## src/bsl_pkg.sv

```systemverilog
// Shared types, token codes and character tables for the byte stream lexer.
// No dependencies.
package bsl_pkg;

   typedef struct packed {
      logic [7:0] source_byte;
      logic       end_of_input;
   } bsl_req_type;

   typedef struct packed {
      logic [5:0] token_kind;
      logic [7:0] text_char;
      logic       last_of_token;
   } bsl_rsp_type;

   typedef enum logic [2:0] {
      MODE_TEXT    = 3'b001,
      MODE_COMMENT = 3'b010,
      MODE_STAR    = 3'b100
   } bsl_mode_type;

   typedef enum logic [1:0] {
      ST_IDLE = 2'b01,
      ST_BUSY = 2'b10
   } bsl_state_type;

   localparam int          NUM_KEYWORDS  = 11;
   localparam logic [5:0]  TOK_IDENT     = 6'd12;
   localparam logic [5:0]  TOK_NUMBER    = 6'd13;
   localparam logic [5:0]  TOK_CMT_OPEN  = 6'd56;
   localparam logic [5:0]  TOK_CMT_CLOSE = 6'd57;
   localparam logic [5:0]  TOK_UNCLOSED  = 6'd58;
   localparam logic [5:0]  TOK_TOO_LONG  = 6'd59;
   localparam logic [5:0]  TOK_NONE      = 6'd0;

   localparam logic [7:0]  CH_NUL   = 8'h00;
   localparam logic [7:0]  CH_TAB   = 8'h09;
   localparam logic [7:0]  CH_LF    = 8'h0a;
   localparam logic [7:0]  CH_CR    = 8'h0d;
   localparam logic [7:0]  CH_SPACE = 8'h20;
   localparam logic [7:0]  CH_STAR  = 8'h2a;
   localparam logic [7:0]  CH_SLASH = 8'h2f;
   localparam logic [5:0]  WORD_CAP = 6'd32;

   function automatic logic [5:0] delim_code(input logic [7:0] b);
      logic [5:0] r;
      unique case (b)
         "+":     r = 6'd14;
         "-":     r = 6'd15;
         "*":     r = 6'd16;
         ";":     r = 6'd17;
         "(":     r = 6'd18;
         ")":     r = 6'd19;
         "=":     r = 6'd20;
         ">":     r = 6'd21;
         "<":     r = 6'd23;
         ":":     r = 6'd26;
         "/":     r = 6'd28;
         "!":     r = 6'd30;
         "{":     r = 6'd31;
         "}":     r = 6'd32;
         "&":     r = 6'd33;
         "|":     r = 6'd34;
         CH_LF:   r = 6'd35;
         default: r = TOK_NONE;
      endcase
      return r;
   endfunction

   function automatic logic can_pair(input logic [7:0] b);
      return b == ">" || b == "<" || b == ":" || b == "+" || b == "-" ||
             b == "*" || b == "/" || b == "&" || b == "|" || b == "!";
   endfunction

   function automatic logic [5:0] pair_code(input logic [7:0] h, input logic [7:0] b);
      logic [5:0] r;
      priority if (h == ">" && b == "=") r = 6'd41;
      else if (h == "<" && b == "=") r = 6'd42;
      else if (h == "<" && b == ">") r = 6'd43;
      else if (h == ":" && b == "=") r = 6'd44;
      else if (h == "+" && b == "=") r = 6'd45;
      else if (h == "+" && b == "+") r = 6'd46;
      else if (h == "-" && b == "=") r = 6'd47;
      else if (h == "-" && b == "-") r = 6'd48;
      else if (h == "*" && b == "=") r = 6'd49;
      else if (h == "/" && b == "=") r = 6'd50;
      else if (h == "&" && b == "&") r = 6'd51;
      else if (h == "|" && b == "|") r = 6'd52;
      else if (h == ">" && b == ">") r = 6'd53;
      else if (h == "<" && b == "<") r = 6'd54;
      else if (h == "!" && b == "=") r = 6'd55;
      else r = TOK_NONE;
      return r;
   endfunction

   // Keyword text, first character in the low byte.
   function automatic logic [63:0] kw_text(input int k);
      logic [63:0] r;
      unique case (k)
         0:       r = {16'h0, 8'h0, 8'h0, "d", "i", "o", "v"};
         1:       r = {40'h0, "t", "n", "i"};
         2:       r = {24'h0, "t", "a", "o", "l", "f"};
         3:       r = {16'h0, "e", "l", "b", "u", "o", "d"};
         4:       r = {48'h0, "f", "i"};
         5:       r = {32'h0, "e", "s", "l", "e"};
         6:       r = {40'h0, "r", "o", "f"};
         7:       r = {48'h0, "o", "d"};
         8:       r = {24'h0, "e", "l", "i", "h", "w"};
         9:       r = {16'h0, "n", "r", "u", "t", "e", "r"};
         10:      r = {24'h0, "k", "a", "e", "r", "b"};
         default: r = 64'h0;
      endcase
      return r;
   endfunction

   // One character of a keyword, by position within the keyword.
   function automatic logic [7:0] kw_char(input int k, input logic [2:0] pos);
      logic [63:0] t;
      t = kw_text(k);
      return t[{pos, 3'b000} +: 8];
   endfunction

   function automatic logic [2:0] kw_len(input int k);
      logic [2:0] r;
      unique case (k)
         0, 5:       r = 3'd4;
         1, 6:       r = 3'd3;
         2, 8, 10:   r = 3'd5;
         3, 9:       r = 3'd6;
         4, 7:       r = 3'd2;
         default:    r = 3'd0;
      endcase
      return r;
   endfunction

endpackage

```

## src/bsl_ram.sv

```systemverilog
// Generic single-write, single-read RAM with registered read data.
// No dependencies.
module bsl_ram #(
   parameter int WIDTH = 8,
   parameter int DEPTH = 32
) (
   input  logic                     clock,
   input  logic                     wr_en,
   input  logic [$clog2(DEPTH)-1:0] wr_addr,
   input  logic [WIDTH-1:0]         wr_data,
   input  logic                     rd_en,
   input  logic [$clog2(DEPTH)-1:0] rd_addr,
   output logic [WIDTH-1:0]         rd_data
);
   logic [WIDTH-1:0] mem_ff [DEPTH];

   always_ff @(posedge clock) begin
      if (wr_en) begin
         mem_ff[wr_addr] <= wr_data;
      end
      if (rd_en) begin
         rd_data <= mem_ff[rd_addr];
      end
   end
endmodule

```

## src/byte_stream_lexer_unit.sv

```systemverilog
// Byte stream lexer top level: byte-serial tokenizer with the word held in a RAM.
// Depends on bsl_pkg and bsl_ram.
//
// Usage: one source byte per transfer on the req_ channel (valid/stall).
// Tokens leave on the rsp_ channel, one result per transfer; a word token
// below the length limit is a run of results, one per lowercased character,
// last_of_token on the final one. Every other token is a single result.
// csr_write_enable/csr_write_data set the word length limit (reset 32);
// write it only while the block is idle.
// Throughput: one item at a time. A byte that yields nothing is accepted,
// then retired; each single-result token is put into the output register
// before retiring, and each word character is first read from the word RAM
// (registered read data) before it enters the output register.
// Reset: synchronous, clears the stream state, the limit and the output
// valid flag; the word RAM needs no clearing, as only entries written for the
// current word are read.
// When the receiver stalls, the output register holds its result and the
// sequencer waits; req_stall stays high until the item's last result is
// in the output register and its work has retired.
module byte_stream_lexer_unit #(
   parameter int WORD_DEPTH = 32
) (
   input  logic                 clock,
   input  logic                 reset,
   input  logic                 req_valid,
   output logic                 req_stall,
   input  bsl_pkg::bsl_req_type req_payload,
   output logic                 rsp_valid,
   input  logic                 rsp_stall,
   output bsl_pkg::bsl_rsp_type rsp_payload,
   input  logic                 csr_write_enable,
   input  logic [5:0]           csr_write_data
);
   import bsl_pkg::*;

   localparam int         AW    = $clog2(WORD_DEPTH);
   localparam logic [6:0] DEPTH7 = 7'(WORD_DEPTH);
   localparam logic [6:0] CAP7   = (WORD_DEPTH < 32) ? 7'(WORD_DEPTH) : 7'(WORD_CAP);

   bsl_state_type     state_ff, state_in;
   bsl_mode_type      mode_ff, mode_in;
   logic [5:0]        limit_ff;
   logic [5:0]        count_ff, count_in;
   logic              digits_ff, digits_in;
   logic [NUM_KEYWORDS-1:0] match_ff, match_in;
   logic [7:0]        held_ff, held_in;

   // pending work of the accepted item
   logic              pre_ff, pre_in;
   logic [5:0]        pre_kind_ff, pre_kind_in;
   logic              word_ff, word_in;
   logic              long_ff, long_in;
   logic [5:0]        word_kind_ff, word_kind_in;
   logic [5:0]        word_len_ff, word_len_in;
   logic [5:0]        idx_ff, idx_in;
   logic              rd_pend_ff, rd_pend_in;
   logic              post_ff, post_in;
   logic [5:0]        post_kind_ff, post_kind_in;

   logic              rsp_valid_ff, rsp_valid_in;
   bsl_rsp_type       rsp_data_ff, rsp_data_in;

   logic              accept, slot_free;
   logic [7:0]        b, lower;
   logic [5:0]        d_code, p_code, word_code;
   logic              is_word_char;
   logic [6:0]        lim7;
   logic              ram_we, ram_re;
   logic [7:0]        ram_rd;
   logic [5:0]        idx_next;

   assign accept    = req_valid && !req_stall;
   assign req_stall = (state_ff != ST_IDLE);
   assign slot_free = !rsp_valid_ff || !rsp_stall;
   assign rsp_valid = rsp_valid_ff;
   assign rsp_payload = rsp_data_ff;

   assign b      = req_payload.source_byte;
   assign lower  = (b >= "A" && b <= "Z") ? b + 8'd32 : b;
   assign d_code = delim_code(b);
   assign p_code = pair_code(held_ff, b);
   assign is_word_char = d_code == TOK_NONE && b != CH_SPACE && b != CH_TAB &&
                         b != CH_CR && b != CH_NUL;
   assign lim7 = ({1'b0, limit_ff} > CAP7) ? CAP7 : {1'b0, limit_ff};
   assign idx_next = idx_ff + 6'd1;

   always_comb begin
      word_code = TOK_IDENT;
      if (digits_ff) begin
         word_code = TOK_NUMBER;
      end else begin
         for (int k = 0; k < NUM_KEYWORDS; k++) begin
            if (match_ff[k] && count_ff == {3'b0, kw_len(k)}) begin
               word_code = 6'(k + 1);
            end
         end
      end
   end

   bsl_ram #(.WIDTH(8), .DEPTH(WORD_DEPTH)) u_word_ram (
      .clock   (clock),
      .wr_en   (ram_we),
      .wr_addr (count_ff[AW-1:0]),
      .wr_data (lower),
      .rd_en   (ram_re),
      .rd_addr (idx_ff[AW-1:0]),
      .rd_data (ram_rd)
   );

   always_comb begin
      state_in     = state_ff;
      mode_in      = mode_ff;
      count_in     = count_ff;
      digits_in    = digits_ff;
      match_in     = match_ff;
      held_in      = held_ff;
      pre_in       = pre_ff;
      pre_kind_in  = pre_kind_ff;
      word_in      = word_ff;
      long_in      = long_ff;
      word_kind_in = word_kind_ff;
      word_len_in  = word_len_ff;
      idx_in       = idx_ff;
      rd_pend_in   = rd_pend_ff;
      post_in      = post_ff;
      post_kind_in = post_kind_ff;
      rsp_valid_in = rsp_valid_ff && rsp_stall;
      rsp_data_in  = rsp_data_ff;
      ram_we       = 1'b0;
      ram_re       = 1'b0;

      unique case (state_ff)
         ST_IDLE: begin
            if (accept) begin
               state_in     = ST_BUSY;
               pre_in       = 1'b0;
               post_in      = 1'b0;
               word_in      = 1'b0;
               idx_in       = '0;
               rd_pend_in   = 1'b0;
               long_in      = {1'b0, count_ff} >= lim7;
               word_kind_in = word_code;
               word_len_in  = count_ff;
               if (req_payload.end_of_input) begin
                  word_in   = count_ff != '0;
                  count_in  = '0;
                  digits_in = 1'b1;
                  match_in  = '1;
                  held_in   = '0;
                  mode_in   = MODE_TEXT;
                  if (held_ff != '0) begin
                     post_in      = 1'b1;
                     post_kind_in = delim_code(held_ff);
                  end else if (mode_ff != MODE_TEXT) begin
                     post_in      = 1'b1;
                     post_kind_in = TOK_UNCLOSED;
                  end
               end else if (mode_ff != MODE_TEXT) begin
                  if (mode_ff == MODE_STAR && b == CH_SLASH) begin
                     post_in      = 1'b1;
                     post_kind_in = TOK_CMT_CLOSE;
                     mode_in      = MODE_TEXT;
                  end else begin
                     mode_in = (b == CH_STAR) ? MODE_STAR : MODE_COMMENT;
                  end
               end else if (held_ff == CH_SLASH && b == CH_STAR) begin
                  post_in      = 1'b1;
                  post_kind_in = TOK_CMT_OPEN;
                  held_in      = '0;
                  mode_in      = MODE_COMMENT;
               end else if (held_ff != '0 && p_code != TOK_NONE) begin
                  post_in      = 1'b1;
                  post_kind_in = p_code;
                  held_in      = '0;
               end else begin
                  if (held_ff != '0) begin
                     pre_in      = 1'b1;
                     pre_kind_in = delim_code(held_ff);
                     held_in     = '0;
                  end
                  if (is_word_char) begin
                     // store and score the character against each keyword
                     ram_we = {1'b0, count_ff} < DEPTH7;
                     if (count_ff != 6'd63) begin
                        count_in = count_ff + 6'd1;
                     end
                     if (lower < "0" || lower > "9") begin
                        digits_in = 1'b0;
                     end
                     for (int k = 0; k < NUM_KEYWORDS; k++) begin
                        match_in[k] = match_ff[k] && count_ff < {3'b0, kw_len(k)} &&
                                      kw_char(k, count_ff[2:0]) == lower;
                     end
                  end else begin
                     word_in   = count_ff != '0;
                     count_in  = '0;
                     digits_in = 1'b1;
                     match_in  = '1;
                     if (d_code != TOK_NONE) begin
                        if (can_pair(b)) begin
                           held_in = b;
                        end else begin
                           post_in      = 1'b1;
                           post_kind_in = d_code;
                        end
                     end
                  end
               end
            end
         end
         ST_BUSY: begin
            priority if (pre_ff) begin
               if (slot_free) begin
                  rsp_valid_in = 1'b1;
                  rsp_data_in  = '{token_kind: pre_kind_ff, text_char: '0, last_of_token: 1'b1};
                  pre_in       = 1'b0;
               end
            end else if (word_ff && long_ff) begin
               if (slot_free) begin
                  rsp_valid_in = 1'b1;
                  rsp_data_in  = '{token_kind: TOK_TOO_LONG, text_char: '0,
                                   last_of_token: 1'b1};
                  word_in      = 1'b0;
               end
            end else if (word_ff) begin
               if (!rd_pend_ff) begin
                  ram_re     = 1'b1;
                  rd_pend_in = 1'b1;
               end else if (slot_free) begin
                  rsp_valid_in = 1'b1;
                  rsp_data_in  = '{token_kind: word_kind_ff, text_char: ram_rd,
                                   last_of_token: idx_next == word_len_ff};
                  rd_pend_in   = 1'b0;
                  idx_in       = idx_next;
                  if (idx_next == word_len_ff) begin
                     word_in = 1'b0;
                  end
               end
            end else if (post_ff) begin
               if (slot_free) begin
                  rsp_valid_in = 1'b1;
                  rsp_data_in  = '{token_kind: post_kind_ff, text_char: '0, last_of_token: 1'b1};
                  post_in      = 1'b0;
               end
            end else begin
               state_in = ST_IDLE;
            end
         end
         default: state_in = ST_IDLE;
      endcase
   end

   always_ff @(posedge clock) begin
      if (reset) begin
         state_ff     <= ST_IDLE;
         mode_ff      <= MODE_TEXT;
         limit_ff     <= WORD_CAP;
         count_ff     <= '0;
         digits_ff    <= 1'b1;
         match_ff     <= '1;
         held_ff      <= '0;
         pre_ff       <= 1'b0;
         word_ff      <= 1'b0;
         post_ff      <= 1'b0;
         rd_pend_ff   <= 1'b0;
         rsp_valid_ff <= 1'b0;
      end else begin
         state_ff     <= state_in;
         mode_ff      <= mode_in;
         if (csr_write_enable) begin
            limit_ff <= csr_write_data;
         end
         count_ff     <= count_in;
         digits_ff    <= digits_in;
         match_ff     <= match_in;
         held_ff      <= held_in;
         pre_ff       <= pre_in;
         word_ff      <= word_in;
         post_ff      <= post_in;
         rd_pend_ff   <= rd_pend_in;
         rsp_valid_ff <= rsp_valid_in;
      end
   end

   always_ff @(posedge clock) begin
      pre_kind_ff  <= pre_kind_in;
      long_ff      <= long_in;
      word_kind_ff <= word_kind_in;
      word_len_ff  <= word_len_in;
      idx_ff       <= idx_in;
      post_kind_ff <= post_kind_in;
      rsp_data_ff  <= rsp_data_in;
   end
endmodule
```

## config.mk

```make
export PLATFORM = sky130hd
export DESIGN_NAME = byte_stream_lexer_unit
export DESIGN_NICKNAME = d
export VERILOG_FILES = /design/src/bsl_pkg.sv /design/src/bsl_ram.sv /design/src/byte_stream_lexer_unit.sv
export SDC_FILE = /design/constraint.sdc
export NUM_CORES = 1
export LEC_CHECK = 0
export BUFFER_PORTS_ARGS = -buffer_cell sky130_fd_sc_hd__buf_2
export CORE_MARGIN = 2
export CORE_UTILIZATION = 65
export CTS_CLUSTER_DIAMETER = 50
export CTS_CLUSTER_SIZE = 16
export DETAILED_ROUTE_END_ITERATION = 7
export PLACE_DENSITY = 0.79
export SLEW_MARGIN = 10
export SYNTH_ARGS = -nofsm -noshare
export SYNTH_HDL_FRONTEND = slang
export SYNTH_SLANG_ARGS = --single-unit
```

## constraint.sdc

```tcl
create_clock -name clock -period 8.1 [get_ports clock]
set_clock_uncertainty 0.15 [all_clocks]
set_input_delay 0.405 -clock clock [delete_from_list [all_inputs] [get_ports clock]]
set_output_delay 0.405 -clock clock [all_outputs]
set_load 0.02 [all_outputs]
```

After elaboration in Yosys (flattened, before gate mapping)
Memories as Yosys holds them, arrays and structs flattened. A register that Yosys moved wholly into a read port is not among the register bits. Index checks and enable logic that the tools add are counted.

Flip-flop bits (word level): 88. Bits in writable memories: 256. Input port bits: 20. Output and inout bits: 17. Logic and storage cells: 510. Memories: 1.

Memory list: u_word_ram.mem_ff (depth 32, width 8, rd ports 1, clocked after memory_dff 1, write ports 1, RTL line bsl_ram.sv:15) `logic [WIDTH-1:0] mem_ff [DEPTH];`.

Add/subtract/negate cells: 3. Magnitude comparators: 12. Equal/unequal tests: 79. Shift-type cells: 11. Muxes and demuxes: 275. Bitwise logic cells: 4. Reduce and logical (&&, ||, !) cells: 101.

Operators with widths (number): $mux 64 (77); $shiftx 64x7->8 (11); $mux 6 (38); $eq 8x6->1 const B (26); $pmux 6 s17 (2); $mux 3 (49); $mux 15 (9); $eq 8x8->1 (11); $mux 8 (9); $mux 1 (68); $logic_and 1x1->1 (59); $mux 11 (5); $eq 8x7->1 const B (6); $eq 6x3->1 (5); $lt 6x3->1 (5); $mux 4 (7); $ne 2x2->1 const B (11); $reduce_and 7->1 (3); $reduce_and 5->1 (4); $reduce_bool 6->1 (3); $eq 8x4->1 const B (2); $ne 8x4->1 const B (2); $reduce_bool 8->1 (2); $add 6x1->6 const B (2); 40 further kinds (69).

Longest topological paths before layout
Gate-level depths: netlist (run 1).

Depth after elaboration: 33. Gate-level depth with buffers: 12. Gate-level depth less buffers: 10.

Modules after synthesis
A second synthesis (run 1) with hierarchy kept.

Cells, all modules: 1185. Area total of the unflattened synthesis: 16373.2 µm².

By module, submodules not included: bsl_ram (times used 1, cells an instance 417, area an instance 10133.5 µm², seq. area each 7927.6 µm²); byte_stream_lexer_unit (times used 1, cells an instance 768, area an instance 6239.7 µm², seq. area each 2162.1 µm²).

Worst setup path before layout (run 1)
OpenSTA, ideal clock, no wires.

Path kind: input-to-reg. Start: input port req_payload[3] (netlist name). End: memory u_word_ram.mem_ff[11][0] (enable). Library setup time: 0.370 ns. Arrival time: 2.520 ns. Required time: 7.580 ns. Slack: 5.059 ns. Cell stages on the path: 9. Buffers on the path: 2. Cell sequence: buf_2 -> buf_2 -> and3b_1 -> a21o_1 -> a211oi_1 -> nand3_1 -> nor4_2 -> nand3b_1 -> nor2_1.

Word-level cells in the longest chain between the ends: 27. Elaborated cells on any way between the ends: 69. Those cells by class: eq/ne (20); mux (25); reduce/logical (24).

RTL lines: start: declaration (RTL line byte_stream_lexer_unit.sv:27) `input bsl_pkg::bsl_req_type req_payload,`; $eq 8x6->1; $logic_and 1x1->1 (RTL line bsl_pkg.sv:91) `else if (h == "!" && b == "=") r = 6'd55;`; $mux 6 (RTL line bsl_pkg.sv:91); $mux 6 (RTL line bsl_pkg.sv:90) `else if (h == "<" && b == "<") r = 6'd54;`; $mux 6 (RTL line bsl_pkg.sv:89) `else if (h == ">" && b == ">") r = 6'd53;`; $mux 6 (RTL line bsl_pkg.sv:88) `else if (h == "|" && b == "|") r = 6'd52;`; $mux 6 (RTL line bsl_pkg.sv:87) `else if (h == "&" && b == "&") r = 6'd51;`; $mux 6 (RTL line bsl_pkg.sv:86) `else if (h == "/" && b == "=") r = 6'd50;`; (+11 left out); $mux 1 (RTL line byte_stream_lexer_unit.sv:171) `end else if (held_ff != '0 && p_code != TOK_NONE) begin`; $mux 1 * (RTL line byte_stream_lexer_unit.sv:166) `end else if (held_ff == CH_SLASH && b == CH_STAR) begin`; $mux 1 * (RTL line byte_stream_lexer_unit.sv:158) `end else if (mode_ff != MODE_TEXT) begin`; $mux 1 * (RTL line byte_stream_lexer_unit.sv:144) `if (req_payload.end_of_input) begin`; $mux 1 * (RTL line byte_stream_lexer_unit.sv:134) `if (accept) begin`; $mux 1 * (RTL line byte_stream_lexer_unit.sv:132) `unique case (state_ff)`; $mux 1 * (RTL line bsl_ram.sv:18) `if (wr_en) begin`; $mux 1 (implied by the code) * (RTL line bsl_ram.sv:19) `mem_ff[wr_addr] <= wr_data;`; end: declaration (RTL line bsl_ram.sv:15).

Mark *: on every way between the ends. The rest lies on a longest branch, timed or not.

Final worst setup path (run 1)
Start: input port req_payload[5] (netlist name). End: memory u_word_ram.mem_ff[13][0] (enable).

Same word-level chain as after synthesis.

==> results of run 1 <==
## registers in the layout, indices dropped and copies added (netlist names), 2 cells and up
signal,flops
limit_ff,6
rsp_payload,15
u_word_ram.mem_ff,256
word_len_ff,6
held_ff,8
count_ff,6
match_ff,11
post_kind_ff,6
u_word_ram.rd_data,8
mode_ff,3
pre_kind_ff,6
word_kind_ff,4
state_ff,2
idx_ff,6
## per-stage QoR
| step | hold slack [ns] | utilization (%) | instance area (um^2) |
|---|---|---|---|
| floorplan | 0.285 | - | 16500 |
| finish | 0.0738 | 71.3 | 17900 |
| CTS | 0.0536 | 71.3 | 17900 |
| global route | 0.0609 | 71.3 | 17900 |
| global placement | 0.297 | 67.4 | 16900 |
| detailed placement | 0.308 | 67.4 | 16900 |
## final timing paths
check | start | end | slack [ns]
setup / recovery | req_payload[5] | u_word_ram.mem_ff[13][0]$_DFFE_PP_ | 3.98
hold / removal | csr_write_enable | limit_ff[5]$_SDFFE_PP1P_ | 0.07
setup reg to reg | held_ff[4]$_SDFFE_PP0P_ | u_word_ram.mem_ff[13][0]$_DFFE_PP_ | 4.14
hold reg to reg | match_ff[7]$_SDFFE_PP1P_ | match_ff[7]$_SDFFE_PP1P_ | 0.32
## logic make-up (layout without fill, tap and decap cells)
kind of cell	after synthesis	count (layout)	synth area share [%]
AND/OR/NAND/NOR	369	369	11.9
flip-flops	350	350	61.0
AO/OA/AOI/OAI	230	230	9.15
buffers and inverters	115	134	2.74
multiplexers	102	102	12.3
XOR/XNOR	32	32	1.69
adder cells (fa/ha/maj)	16	16	1.21
## worst max-delay path: cells and delay by family
kind / cells / cell delay, ns
AOI/OAI and AO/OA: 2 / 0.55
buffers and inverters: 2 / 0.66
and+or+nand+nor: 5 / 2.53
## layout make-up
cell class | instances | area, um^2
clock buffer | 38 | 812
clock inverter | 12 | 125
fill | 1630 | 7200
inverter | 25 | 93.8
multi-input combinational | 749 | 6010
sequential | 350 | 10100
tap | 330 | 413
timing repair buffer | 59 | 368
## report_power, final
part | internal [mW] | switching [mW]
combinational | 0.128 | 0.216
clock | 0.724 | 0.663
sequential | 1.99 | 0.0217
total | 2.84 | 0.900
## routing by layer
metal / vias to the layer above / GRT usage [%]
met5: - / 0
met4: 0 / 9.49
met3: 85 / 5.84
met2: 801 / 52.1
met1: 5526 / 47.2
li1: 4771 / -
## synthesized netlist by cell type (16+ instances only)
library cell | n | area (um^2)
a21oi_1 | 51 | 255
a31oi_1 | 21 | 131
clkbuf_1 | 70 | 263
dfxtp_1 | 42 | 841
edfxtp_1 | 308 | 9250
ha_1 | 16 | 200
inv_1 | 24 | 90.1
mux4_2 | 80 | 1800
nand2_1 | 76 | 285
nand3_1 | 24 | 120
nor2_1 | 100 | 375
nor3_1 | 22 | 110
nor4_1 | 17 | 106
o21ai_0 | 53 | 265
o22ai_1 | 17 | 106
xnor2_1 | 20 | 175
==> results.tsv, run 1 <==
metric	value	unit
ANT nets after route	0	
PwrDens	209	nW/um^2
ANT cells	0	
H-tree levels	1	
Worst Setup Start Kind	input pin	
GR Util All Layers	32.7	%
Post-Syn Nets	1250	
Async S/R FF share, synth	0	%
GPL Wtd Cong	0.939	
FF+latch count, synth	350	
CTS clk-pin slew, worst paths	0.07	ns
CP required	8.14	ns
Core Rows	58	
HPWL after DPL	27.3	mm
fraction of layout cells with a size suffix above 1	16.6	%
Mapped Area	16500	um^2
clock sink count	350	
vias in the first global route	10400	
wl on met1	16.6	mm
Worst Reg2Reg Path Length in Cells	6	
Critical Path Slowest Stage Cell	nor2_1	
Tmin final	4.12	ns
IO Port Bufs	36	
outcome	finished clean	
Routed WL	43.1	mm
sequential element share of the synthesized area	61.0	%
Max clock buf depth	3	
Pins Over Slew Limit	0	
CTS Buf Count	31	
most frequent cells in the layout	edfxtp_1 (308), nor2_1 (100), mux4_2 (80)	
dpl cells	1507	
WHS Path Cells	3	
Tcrit/Tclk final	50.9	%
pre-CTS WS	3.54	ns
CTS Root Cell	clkbuf_16	
Post-synth EDFFs	308	
Mapped Cells	1214	
VDD IR max	0.000161	V
Synth cell types	84	
CTS tree	done	
mean number of vias per cell	7.15	
worst skew pair latency	0.57	ns
Crit. End Element	flop	
largest net degree at the start of global routing	71	
Ys Warns	0	
area grow syn2layout	8.26	%
Fin. Hold Viols	0	
die width	164	um
Pwr Total	3.74	mW
drt wl/cell	27.6	um
Post-CTS Resized	0	
RSZ-0062 raised after global routing	no	
top sig layer	met4	
Max transition margin	31.9	%
grt ovf	0	
Starting Density	65.9	%
DRT Pass-1 Iters	6	
postcts setup bufs	0	
Worst Path Max Fanout	64	
initial DRC count	1533	
leading cell type in the layout, fill and taps excluded	edfxtp_1	
nets	1252	
first-pass GRT wire length	64.4	mm
max_cap viols	0	
Arr. time, crit path	4.16	ns
LEAKAGE	5.82	nW
Worst Hold Class	in2reg	
Remaining DRCs	0	
CTS Hold Bufs	6	
met2 wire length	20.6	mm
routed length on met3	4.65	mm
final cell count without fillers	1563	
CP Cell Sequence	buf_2, buf_4, or4b_1, o22ai_1, o21ai_0, nand3_1, nor4_2, nand3b_1, nor2_1	
FMAX	243	MHz
Die Ht	164	um
# setup viols final	0	
die area	26700	um^2
setup_tns	0	ns
initial antenna violation count	0	
commonest register cell after synthesis	edfxtp_1	
total core area	25100	um^2
final worst slack	3.98	ns
worst-margin pin slew	1.01	ns
Crit path largest cell delay	0.71	ns
WS Path Type	in2reg	
Avg Inst Size Synth	13.6	um^2
IO Pins	37	
vias	11200	
Power figures use the tool's default switching activity.
==> run 2, diff against run 1 <==
--- a/config.mk
+++ b/config.mk
@@ -7,11 +7,11 @@
 export LEC_CHECK = 0
 export BUFFER_PORTS_ARGS = -buffer_cell sky130_fd_sc_hd__buf_2
 export CORE_MARGIN = 2
-export CORE_UTILIZATION = 65
+export CORE_UTILIZATION = 63
 export CTS_CLUSTER_DIAMETER = 50
 export CTS_CLUSTER_SIZE = 16
 export DETAILED_ROUTE_END_ITERATION = 7
-export PLACE_DENSITY = 0.79
+export PLACE_DENSITY = 0.77
 export SLEW_MARGIN = 10
 export SYNTH_ARGS = -nofsm -noshare
 export SYNTH_HDL_FRONTEND = slang
==> constraint.sdc (replaced) <==
create_clock -name clock -period 4.1 [get_ports clock]
set_clock_uncertainty 0.15 [all_clocks]
set_input_delay 0.205 -clock clock [delete_from_list [all_inputs] [get_ports clock]]
set_output_delay 0.205 -clock clock [all_outputs]
set_load 0.02 [all_outputs]
==> results.tsv, run 2 (synthesis results as in run 1) <==
metric	value	unit	change
leading cell type in the layout, fill and taps excluded	edfxtp_1		
CP required	4.40	ns	-3.74 ns
Core Rows	59		+1.7%
CTS Root Cell	clkbuf_16		
die area	27600	um^2	+3.1%
grt ovf	0		unchanged
total core area	25900	um^2	+3.2%
Worst Setup Start Kind	flop		
vias	11100		-0.38%
nets	1319		+5.4%
outcome	finished clean		
Crit. End Element	flop		
Remaining DRCs	0		unchanged
WS Path Type	reg2reg		
CTS tree	done		
Max transition margin	42.0	%	+10 points
Largest Register	u_word_ram.mem_ff		
GPL Wtd Cong	0.939		unchanged
RSZ-0062 raised after global routing	no		
Starting Density	63.9	%	-2.0 points
Hold WS	0.0187	ns	-0.0551 ns
Pins Over Slew Limit	0		unchanged
drt wl/cell	25.2	um	-8.8%
fraction of layout cells with a size suffix above 1	19.6	%	+3.0 points
Fin. Hold Viols	0		unchanged
CTS Hold Bufs	23		+17
initial antenna violation count	0		unchanged
worst skew pair latency	0.58	ns	about the same
Routed WL	41.2	mm	-4.5%
IO Port Bufs	36		unchanged
Tmin final	3.37	ns	
Die Ht	166	um	+1.5%
CTS Buf Count	30		-3.2%
first-pass GRT wire length	63.8	mm	-1.1%
setup_tns	0	ns	unchanged
ANT cells	0		unchanged
largest net degree at the start of global routing	57		-20%
H-tree levels	1		unchanged
HPWL after DPL	26.7	mm	-2.4%
GR Util All Layers	29.8	%	-2.9 points
Largest register FFs	256		unchanged
initial DRC count	1438		-6.2%
LEAKAGE	6.18	nW	+6.2%
Worst Hold Class	in2reg		
DRT Pass-1 Iters	8		+2
ANT nets after route	0		unchanged
mean number of vias per cell	6.81		-4.8%
Tcrit/Tclk final	82.3	%	
Post-CTS Resized	0		unchanged
FMAX	297	MHz	
VDD IR max	0.000475	V	+200%
worst-margin pin slew	0.869	ns	-0.138 ns
IO Pins	37		unchanged
# setup viols final	0		unchanged
CTS clk-pin slew, worst paths	0.07	ns	about the same
PwrDens	398	nW/um^2	+90%
Worst Path Max Fanout	20		-69%
Max clock buf depth	3		unchanged
area grow syn2layout	12.0	%	
vias in the first global route	10600		+1.7%
max_cap viols	0		unchanged
Arr. time, crit path	3.67	ns	-0.49 ns
clock sink count	350		unchanged
postcts setup bufs	0		unchanged
die width	166	um	+1.5%
most frequent cells in the layout	edfxtp_1 (308), nor2_1 (100), mux4_2 (80)		
[run 2: cell types whose count changed in the layout (fill, tap and decap cells not counted), sizes merged]
cell and delta:
clkinvlp +1, clkinv +1, buf +51, clkbuf -2
dlygate4sd3 +17
[run 2: worst max-delay path, stage by stage, from the launching register on]
cell	delay [ns]
dfxtp_1	0.53
or4b_2	0.76
or4_4	0.54
o311a_1	0.17
and4_4	0.24
a21boi_2	0.53
or4_1	0.24
nand3_2	0.07
[run 2: metal layers]
layer / up-vias / wire length (um) / global-route usage [%]
met3: 86 / 3510 / 3.77
li1: 4887 / - / -
met1: 5546 / 16800 / 43.9
met5: - / 0 / 0
met4: 0 / 1180 / 7.56
met2: 622 / 19700 / 48.1
[run 2: layout make-up]
type / instances / area, um^2
sequential: 350 / 10100
multi-input combinational: 749 / 6010
clock inverter: 14 / 138
timing repair buffer: 127 / 983
clock buffer: 36 / 795
tap: 335 / 419
inverter: 25 / 93.8
fill: 1640 / 7380
[run 2: per-stage QoR]
stage	cell area (um^2)	worst slack (ns)	power (mW)	std cells	utilization, %
finish	18500	0.728	7.37	1636	71.5
global route	18500	0.595	7.57	1636	71.5
CTS	18500	0.828	7.37	1636	71.5
detailed placement	17400	0.794	4.71	1563	67.0
global placement	17400	0.860	4.70	1563	67.0
floorplan	16500	1.08	4.48	1214	-
[run 2: final timing paths]
path                       startpoint                       end  slack [ns]  cells past startpoint
max reg2reg   held_ff[0]$_SDFFE_PP0P_  match_ff[2]$_SDFFE_PP1P_        0.73                      7
max           held_ff[0]$_SDFFE_PP0P_  match_ff[2]$_SDFFE_PP1P_        0.73                      7
min reg2reg  match_ff[7]$_SDFFE_PP1P_  match_ff[7]$_SDFFE_PP1P_        0.33                      2
min                    req_payload[0]  match_ff[6]$_SDFFE_PP1P_        0.02                      4
[run 2: power breakdown]
group	switching, mW	internal, mW
Combinational	0.417	0.284
Clock	1.29	1.41
Sequential	0.0446	3.93
